File: src/hw/rtl/mct_pkg.sv
// shared types and constants for the multiband colour threshold block
// no dependencies; imported by the top level and its three submodules

package mct_pkg;

  localparam int MaxBands     = 4;
  localparam int ChannelBits  = 8;
  localparam int NumChannels  = 3;
  localparam int PixBits      = 8;
  localparam int BoundsBits   = 48;
  localparam int CountBits    = 3;
  localparam int CfgIndexBits = 3;

  // configuration register indexes
  typedef enum logic [CfgIndexBits-1:0] {
    REG_BAND_COUNT = 3'd0,
    REG_BAND0      = 3'd1,
    REG_BAND1      = 3'd2,
    REG_BAND2      = 3'd3,
    REG_BAND3      = 3'd4
  } cfg_reg_t;

  typedef logic [NumChannels-1:0][PixBits-1:0] pixel_t;

  // packed so that lows sit in the low half of the register, channel 0 lowest
  typedef struct packed {
    logic [NumChannels-1:0][ChannelBits-1:0] hi;
    logic [NumChannels-1:0][ChannelBits-1:0] lo;
  } bounds_t;

  // per-band compare flags, one bit per channel
  typedef struct packed {
    logic [NumChannels-1:0] flip;
    logic [NumChannels-1:0] ge_lo;
    logic [NumChannels-1:0] le_hi;
  } band_cmp_t;

endpackage

File: src/hw/rtl/multiband_color_threshold_core.sv
// multiband colour threshold: top level with input stage and the two work stages
// depends on mct_pkg, mct_cfg_regs, mct_compare, mct_combine
//
// Usage:
//   in_*  : one pixel item per handshake (chan_a, chan_b, chan_c, 8 bits each)
//   out_* : one mask bit per pixel, 1 when the pixel lies in any enabled band
//   cfg_* : register writes, index 0 band count, 1..4 packed bounds of bands 0..3;
//           cfg_ready is always high; writes must be made only while no item is
//           in flight, and the block itself does not enforce this.
//   An accepted item passes three registers in order (input register, compare
//   register, combine/output register) before out_valid rises. One item per
//   cycle is sustained while out_ready stays high; each stage loads whenever it
//   is empty or its item moves on. When the receiver holds out_ready low the
//   result stays on the port and the stages behind it keep filling; in_ready
//   falls only once all three hold items. Reset (rst_n low, synchronous)
//   empties the pipeline and clears the band count and all bounds to zero, so
//   the mask reads 0 until bands are enabled.

module multiband_color_threshold_core #(
  parameter int MAX_BANDS = mct_pkg::MaxBands
) (
  input  logic                              clk,
  input  logic                              rst_n,
  input  logic                              in_valid,
  output logic                              in_ready,
  input  logic [mct_pkg::PixBits-1:0]       in_chan_a,
  input  logic [mct_pkg::PixBits-1:0]       in_chan_b,
  input  logic [mct_pkg::PixBits-1:0]       in_chan_c,
  output logic                              out_valid,
  input  logic                              out_ready,
  output logic                              out_in_band,
  input  logic                              cfg_valid,
  output logic                              cfg_ready,
  input  logic [mct_pkg::CfgIndexBits-1:0]  cfg_index,
  input  logic [mct_pkg::BoundsBits-1:0]    cfg_data
);
  import mct_pkg::*;

  logic                 s1_vld_r;
  pixel_t               s1_pix_r;
  logic                 s1_ready;
  logic                 s2_vld;
  logic                 s2_ready;
  band_cmp_t            s2_cmp [MAX_BANDS];
  logic [MAX_BANDS-1:0] band_en;
  bounds_t              bounds [MAX_BANDS];

  mct_cfg_regs #(.MAX_BANDS(MAX_BANDS)) u_cfg (
    .clk       (clk),
    .rst_n     (rst_n),
    .cfg_valid (cfg_valid),
    .cfg_ready (cfg_ready),
    .cfg_index (cfg_index),
    .cfg_data  (cfg_data),
    .band_en   (band_en),
    .bounds    (bounds)
  );

  // input stage
  assign in_ready = !s1_vld_r || s1_ready;

  always_ff @(posedge clk) begin
    if (!rst_n) begin
      s1_vld_r <= 1'b0;
    end else if (in_ready) begin
      s1_vld_r <= in_valid;
    end
  end

  always_ff @(posedge clk) begin
    if (in_ready && in_valid) begin
      s1_pix_r <= {in_chan_c, in_chan_b, in_chan_a};
    end
  end

  mct_compare #(.MAX_BANDS(MAX_BANDS)) u_compare (
    .clk      (clk),
    .rst_n    (rst_n),
    .up_valid (s1_vld_r),
    .up_ready (s1_ready),
    .up_pixel (s1_pix_r),
    .bounds   (bounds),
    .dn_valid (s2_vld),
    .dn_ready (s2_ready),
    .dn_cmp   (s2_cmp)
  );

  mct_combine #(.MAX_BANDS(MAX_BANDS)) u_combine (
    .clk         (clk),
    .rst_n       (rst_n),
    .up_valid    (s2_vld),
    .up_ready    (s2_ready),
    .up_cmp      (s2_cmp),
    .band_en     (band_en),
    .out_valid   (out_valid),
    .out_ready   (out_ready),
    .out_in_band (out_in_band)
  );

endmodule

File: src/hw/rtl/mct_cfg_regs.sv
// configuration register file: band enables and packed band bounds
// depends on mct_pkg

module mct_cfg_regs #(
  parameter int MAX_BANDS = mct_pkg::MaxBands
) (
  input  logic                              clk,
  input  logic                              rst_n,
  input  logic                              cfg_valid,
  output logic                              cfg_ready,
  input  logic [mct_pkg::CfgIndexBits-1:0]  cfg_index,
  input  logic [mct_pkg::BoundsBits-1:0]    cfg_data,
  output logic [MAX_BANDS-1:0]              band_en,
  output mct_pkg::bounds_t                  bounds [MAX_BANDS]
);
  import mct_pkg::*;

  logic [MAX_BANDS-1:0] band_en_r;
  logic [MAX_BANDS-1:0] band_en_nxt;
  bounds_t              bounds_r   [MAX_BANDS];
  bounds_t              bounds_nxt [MAX_BANDS];

  assign cfg_ready = 1'b1;

  // a count above the band total saturates, so each enable is a plain compare
  always_comb begin
    band_en_nxt = band_en_r;
    if (cfg_valid && cfg_index == REG_BAND_COUNT) begin
      for (int i = 0; i < MAX_BANDS; i++) begin
        band_en_nxt[i] = cfg_data[CountBits-1:0] > CountBits'(i);
      end
    end
  end

  always_comb begin
    for (int i = 0; i < MAX_BANDS; i++) begin
      bounds_nxt[i] = bounds_r[i];
      if (cfg_valid && cfg_index == CfgIndexBits'(REG_BAND0) + CfgIndexBits'(i)) begin
        bounds_nxt[i] = bounds_t'(cfg_data);
      end
    end
  end

  always_ff @(posedge clk) begin
    if (!rst_n) begin
      band_en_r <= '0;
      for (int i = 0; i < MAX_BANDS; i++) begin
        bounds_r[i] <= '0;
      end
    end else begin
      band_en_r <= band_en_nxt;
      for (int i = 0; i < MAX_BANDS; i++) begin
        bounds_r[i] <= bounds_nxt[i];
      end
    end
  end

  assign band_en = band_en_r;
  always_comb begin
    for (int i = 0; i < MAX_BANDS; i++) begin
      bounds[i] = bounds_r[i];
    end
  end

endmodule

File: src/hw/rtl/mct_compare.sv
// compare stage: per band and channel bound compares, registered
// depends on mct_pkg

module mct_compare #(
  parameter int MAX_BANDS = mct_pkg::MaxBands
) (
  input  logic                  clk,
  input  logic                  rst_n,
  input  logic                  up_valid,
  output logic                  up_ready,
  input  mct_pkg::pixel_t       up_pixel,
  input  mct_pkg::bounds_t      bounds [MAX_BANDS],
  output logic                  dn_valid,
  input  logic                  dn_ready,
  output mct_pkg::band_cmp_t    dn_cmp [MAX_BANDS]
);
  import mct_pkg::*;

  logic      vld_r;
  band_cmp_t cmp_r   [MAX_BANDS];
  band_cmp_t cmp_nxt [MAX_BANDS];

  always_comb begin
    for (int b = 0; b < MAX_BANDS; b++) begin
      for (int k = 0; k < NumChannels; k++) begin
        cmp_nxt[b].flip[k]  = bounds[b].lo[k] > bounds[b].hi[k];
        cmp_nxt[b].ge_lo[k] = ChannelBits'(up_pixel[k]) >= bounds[b].lo[k];
        cmp_nxt[b].le_hi[k] = ChannelBits'(up_pixel[k]) <= bounds[b].hi[k];
      end
    end
  end

  assign up_ready = !vld_r || dn_ready;

  always_ff @(posedge clk) begin
    if (!rst_n) begin
      vld_r <= 1'b0;
    end else if (up_ready) begin
      vld_r <= up_valid;
    end
  end

  always_ff @(posedge clk) begin
    if (up_ready && up_valid) begin
      for (int b = 0; b < MAX_BANDS; b++) begin
        cmp_r[b] <= cmp_nxt[b];
      end
    end
  end

  assign dn_valid = vld_r;
  always_comb begin
    for (int b = 0; b < MAX_BANDS; b++) begin
      dn_cmp[b] = cmp_r[b];
    end
  end

endmodule

File: src/hw/rtl/mct_combine.sv
// combine stage: wrapped-range halves per band, OR over enabled bands,
// registered result item; depends on mct_pkg

module mct_combine #(
  parameter int MAX_BANDS = mct_pkg::MaxBands
) (
  input  logic                  clk,
  input  logic                  rst_n,
  input  logic                  up_valid,
  output logic                  up_ready,
  input  mct_pkg::band_cmp_t    up_cmp [MAX_BANDS],
  input  logic [MAX_BANDS-1:0]  band_en,
  output logic                  out_valid,
  input  logic                  out_ready,
  output logic                  out_in_band
);
  import mct_pkg::*;

  logic                 vld_r;
  logic                 hit_r;
  logic                 hit_nxt;
  logic [MAX_BANDS-1:0] band_hit;

  // flipped channels need only one side in each half; others need both
  always_comb begin
    for (int b = 0; b < MAX_BANDS; b++) begin
      band_hit[b] = band_en[b] && (
        (&(up_cmp[b].ge_lo & (up_cmp[b].le_hi | up_cmp[b].flip))) ||
        (&(up_cmp[b].le_hi & (up_cmp[b].ge_lo | up_cmp[b].flip))));
    end
    hit_nxt = |band_hit;
  end

  assign up_ready = !vld_r || out_ready;

  always_ff @(posedge clk) begin
    if (!rst_n) begin
      vld_r <= 1'b0;
    end else if (up_ready) begin
      vld_r <= up_valid;
    end
  end

  always_ff @(posedge clk) begin
    if (up_ready && up_valid) begin
      hit_r <= hit_nxt;
    end
  end

  assign out_valid   = vld_r;
  assign out_in_band = hit_r;

endmodule

File: config.mk
export PLATFORM = sky130hd
export DESIGN_NAME = multiband_color_threshold_core
export DESIGN_NICKNAME = d
export VERILOG_FILES = /design/src/hw/rtl/mct_pkg.sv /design/src/hw/rtl/multiband_color_threshold_core.sv /design/src/hw/rtl/mct_cfg_regs.sv /design/src/hw/rtl/mct_compare.sv /design/src/hw/rtl/mct_combine.sv
export SDC_FILE = /design/constraint.sdc
export NUM_CORES = 1
export LEC_CHECK = 0
export ABC_AREA = 0
export BUFFER_PORTS_ARGS = -buffer_cell sky130_fd_sc_hd__clkbuf_2
export CORE_AREA = 2 2 143 201
export CTS_BUF_LIST = sky130_fd_sc_hd__clkbuf_2
export DETAILED_ROUTE_END_ITERATION = 6
export DIE_AREA = 0 0 145 203
export GPL_TIMING_DRIVEN = 0
export PLACE_DENSITY_LB_ADDON = 0.12
export SYNTH_ARGS = -nofsm -noshare
export SYNTH_HDL_FRONTEND = slang
export SYNTH_SLANG_ARGS = --single-unit
File: constraint.sdc
create_clock -name clk -period 4.5 [get_ports clk]
set_input_delay 0.225 -clock clk [delete_from_list [all_inputs] [get_ports clk]]
set_output_delay 0.225 -clock clk [all_outputs]
set_load 0.05 [all_outputs]
==> metrics.csv <==
metric,value,unit
numPortBuffers,81,
place_congestion,0.911,
drc_errors,0,
dieArea,29400,um^2
first_iter_violations,601,
grt_use_total,31.9,%
min_path_cells,2,
criticalPathCategory,register to output pin,
area_delta_synth_final,14.3,%
min_period,2.42,ns
nets,2438,
initial_core_util,59.7,%
vias,13800,
cpMaxStageDelayCell,nor2b_1,
fillCellCount,2350,
cts.sinks,260,
gr-usage-met1,34.7,%
dp_cells,2288,
synth-seq-cells,260,
cpPeakStageDelay,0.54,ns
clockPowerShare,31.6,%
r2r_cells,5,
finalNonFillerCells,2489,
wl_per_cell,18.6,um
async_flop_share,0,%
grt_remaining_overflow,0,
synth_area_leaders,"dfxtp_1 24%, ha_1 22%, edfxtp_1 11%, nand2_1 9.4%, a21boi_0 5.2%",
first_pass_iters,5,
grtUsageMet3,5.71,%
grt_start_max_net_pins,27,
seqPwrFrac,51.1,%
yosysWarnings,0,
p_leak,7.52,nW
ioPinCount,84,
crit_arrival,2.20,ns
grtUsageMet2,57.1,%
synth.avg_cell_area,8.93,um^2
place.detailed.hpwl,34900,um
max_cap_viol_count,0,
clock_latency,0.91,ns
synth_nets,2203,
slew_violations,0,
cp.required,4.28,ns
p_int,3.51,mW
synth_cell_type_count,40,
clkTransAtPathRegs,0.10,ns
swShare,30.7,%
die_height,203,um
slew_headroom,41.6,%
status,"finished, final reports clean",
yosys.area.top_type,dfxtp_1,
clockRootBuffer,clkbuf_2,
worst_slew_pin_slew,0.876,ns
dpl-instance-area,17300,um^2
grt_busiest_layer,met2,
fmax,0.413,GHz
h-tree-depth,3,
yosysMostFrequentCell,nand2_1,
fp.dieW,145,um
vdd_drop_max,0.192,mV
skew,0.0680,ns
ys_seq_area_share,35.5,%
clk_path_buf_depth,3,
drtAntennaViolNets,0,
p_total,5.06,mW
fin_crit_sh,53.8,%
setup_viol,0,
fin_area,18700,um^2
netlist_area,16400,um^2
core_area,27500,um^2
cts_tree,yes,
power.density,270,nW/um^2
path_max_fanout,6,
rsz0062_at_grt,no,
finalHoldViolations,0,
synth_cells,1835,
antenna_found_initial,2,
grt_pass1_wl,72700,um
row_count,72,
fin_util,68.2,%
fin_worst_hold_slack,0.0375,ns
worstPathCellList,"nor2b_1, nand3_1, clkbuf_2",
cp-end-kind,output pin,
routed_wirelength,46400,um
netlist.area_leader.share,24.3,%
via_per_inst,5.55,
cts_resized,0,
yosys_most_used_dff,dfxtp_1,
crit_path_start_kind,register,
grt_pass1_vias,14300,
layout-drive-gt1-share,13.9,%
synth_edf_count,61,
hold_path_class,input pin to register,
cts_inserted_buffers,68,
switching_power,1.55,mW
share_comb_of_total_power,17.3,%
synth_common_cells,"412 x nand2_1, 288 x ha_1, 199 x dfxtp_1",
cell families after synthesis:
| kind of cell | after synthesis | synth area share (%) |
|---|---|---|
| AO/OA/AOI/OAI | 426 | 19.0 |
| adder cells (fa/ha/maj) | 288 | 22.0 |
| buffers and inverters | 252 | 6.76 |
| flip-flops | 260 | 35.5 |
| multiplexers | 21 | 1.28 |
| other | 1 | 0.0229 |
| AND/OR/NAND/NOR | 587 | 15.4 |
per-stage QoR:
step                      setup TNS, ns  setup WS, ns
final                                 0          2.08
after global routing                  0          1.90
after global placement            -9.22        -0.260
after detailed placement              0          2.32
after floorplan                       0         0.623
after CTS                             0          2.03
cell usage in the layout (no fill, tap or decap), drive strengths merged, types with 40 or more instances in the layout:
master       synthesis  final
dfxtp              199    199
o21ai               42     42
nor2                49     49
a21oi               75     75
a21boi             194    194
dlygate4sd3          0     82
nand2              412    412
a21o                45     45
ha                 288    288
edfxtp              61     61
clkbuf              26    217
buf                 38     40
nand4               64     64
inv                188    188
timing repair:
item	in CTS	in global routing
endpoints found under the setup margin	0	0
hold buffers	82	0
setup buffers	0	0
hold endpoints to repair	246	0
worst paths after layout:
check | slack [ns] | startpoint | end
worst min-delay path | 0.04 | in_chan_b[2] | s1_pix_r[10]
worst min register to register | 0.46 | u_cfg.bounds_r[2][27] | u_cfg.bounds_r[2][27]
worst max register to register | 2.30 | s1_pix_r[13] | u_compare.cmp_r[0][1]
worst max-delay path | 2.08 | u_combine.out_valid | in_ready
state kept, by name, indices dropped and copies added, names as in the netlist:
name / cells
s1_pix_r: 24
s1_vld_r: 1
u_cfg.band_en: 4
u_cfg.bounds_r: 192
u_combine.out_in_band: 1
u_combine.out_valid: 1
u_compare.cmp_r: 36
u_compare.dn_valid: 1
critical path: cells and delay by family, from the launching register on:
family                 cells  cell delay (ns)
buffers and inverters      1             0.27
DFF                        1             0.34
and+or+nand+nor            2             0.71
routing by layer:
layer / up-vias / part of all wire, %
met5: - / 0
met2: 409 / 49
li1: 6829 / -
met1: 6433 / 39
met3: 151 / 5.6
met4: 0 / 6.5
power by group through the flow:
stage | Sequential (mW) | Clock, mW | Combinational (mW)
6_report | 2.58 | 1.60 | 0.876
5_1_grt | 2.59 | 1.74 | 0.983
4_1_cts | 2.58 | 1.63 | 0.870
3_5_place_dp | 2.64 | 0 | 0.811
3_3_place_gp | 2.64 | 0 | 0.767
2_1_floorplan | 2.59 | 0 | 0.536
final cells by class:
cell class | count | area (um^2) | share of cell area [%]
timing repair buffer | 165 | 1280 | 6.84
multi-input combinational | 1323 | 9490 | 50.7
antenna | 3 | 7.51 | 0.0401
tap | 370 | 463 | 2.47
sequential | 260 | 5820 | 31.0
inverter | 188 | 706 | 3.77
clock inverter | 6 | 22.5 | 0.120
clock buffer | 110 | 551 | 2.94
buffer | 64 | 403 | 2.15
No activity file was read; power rests on OpenSTA's default activity.
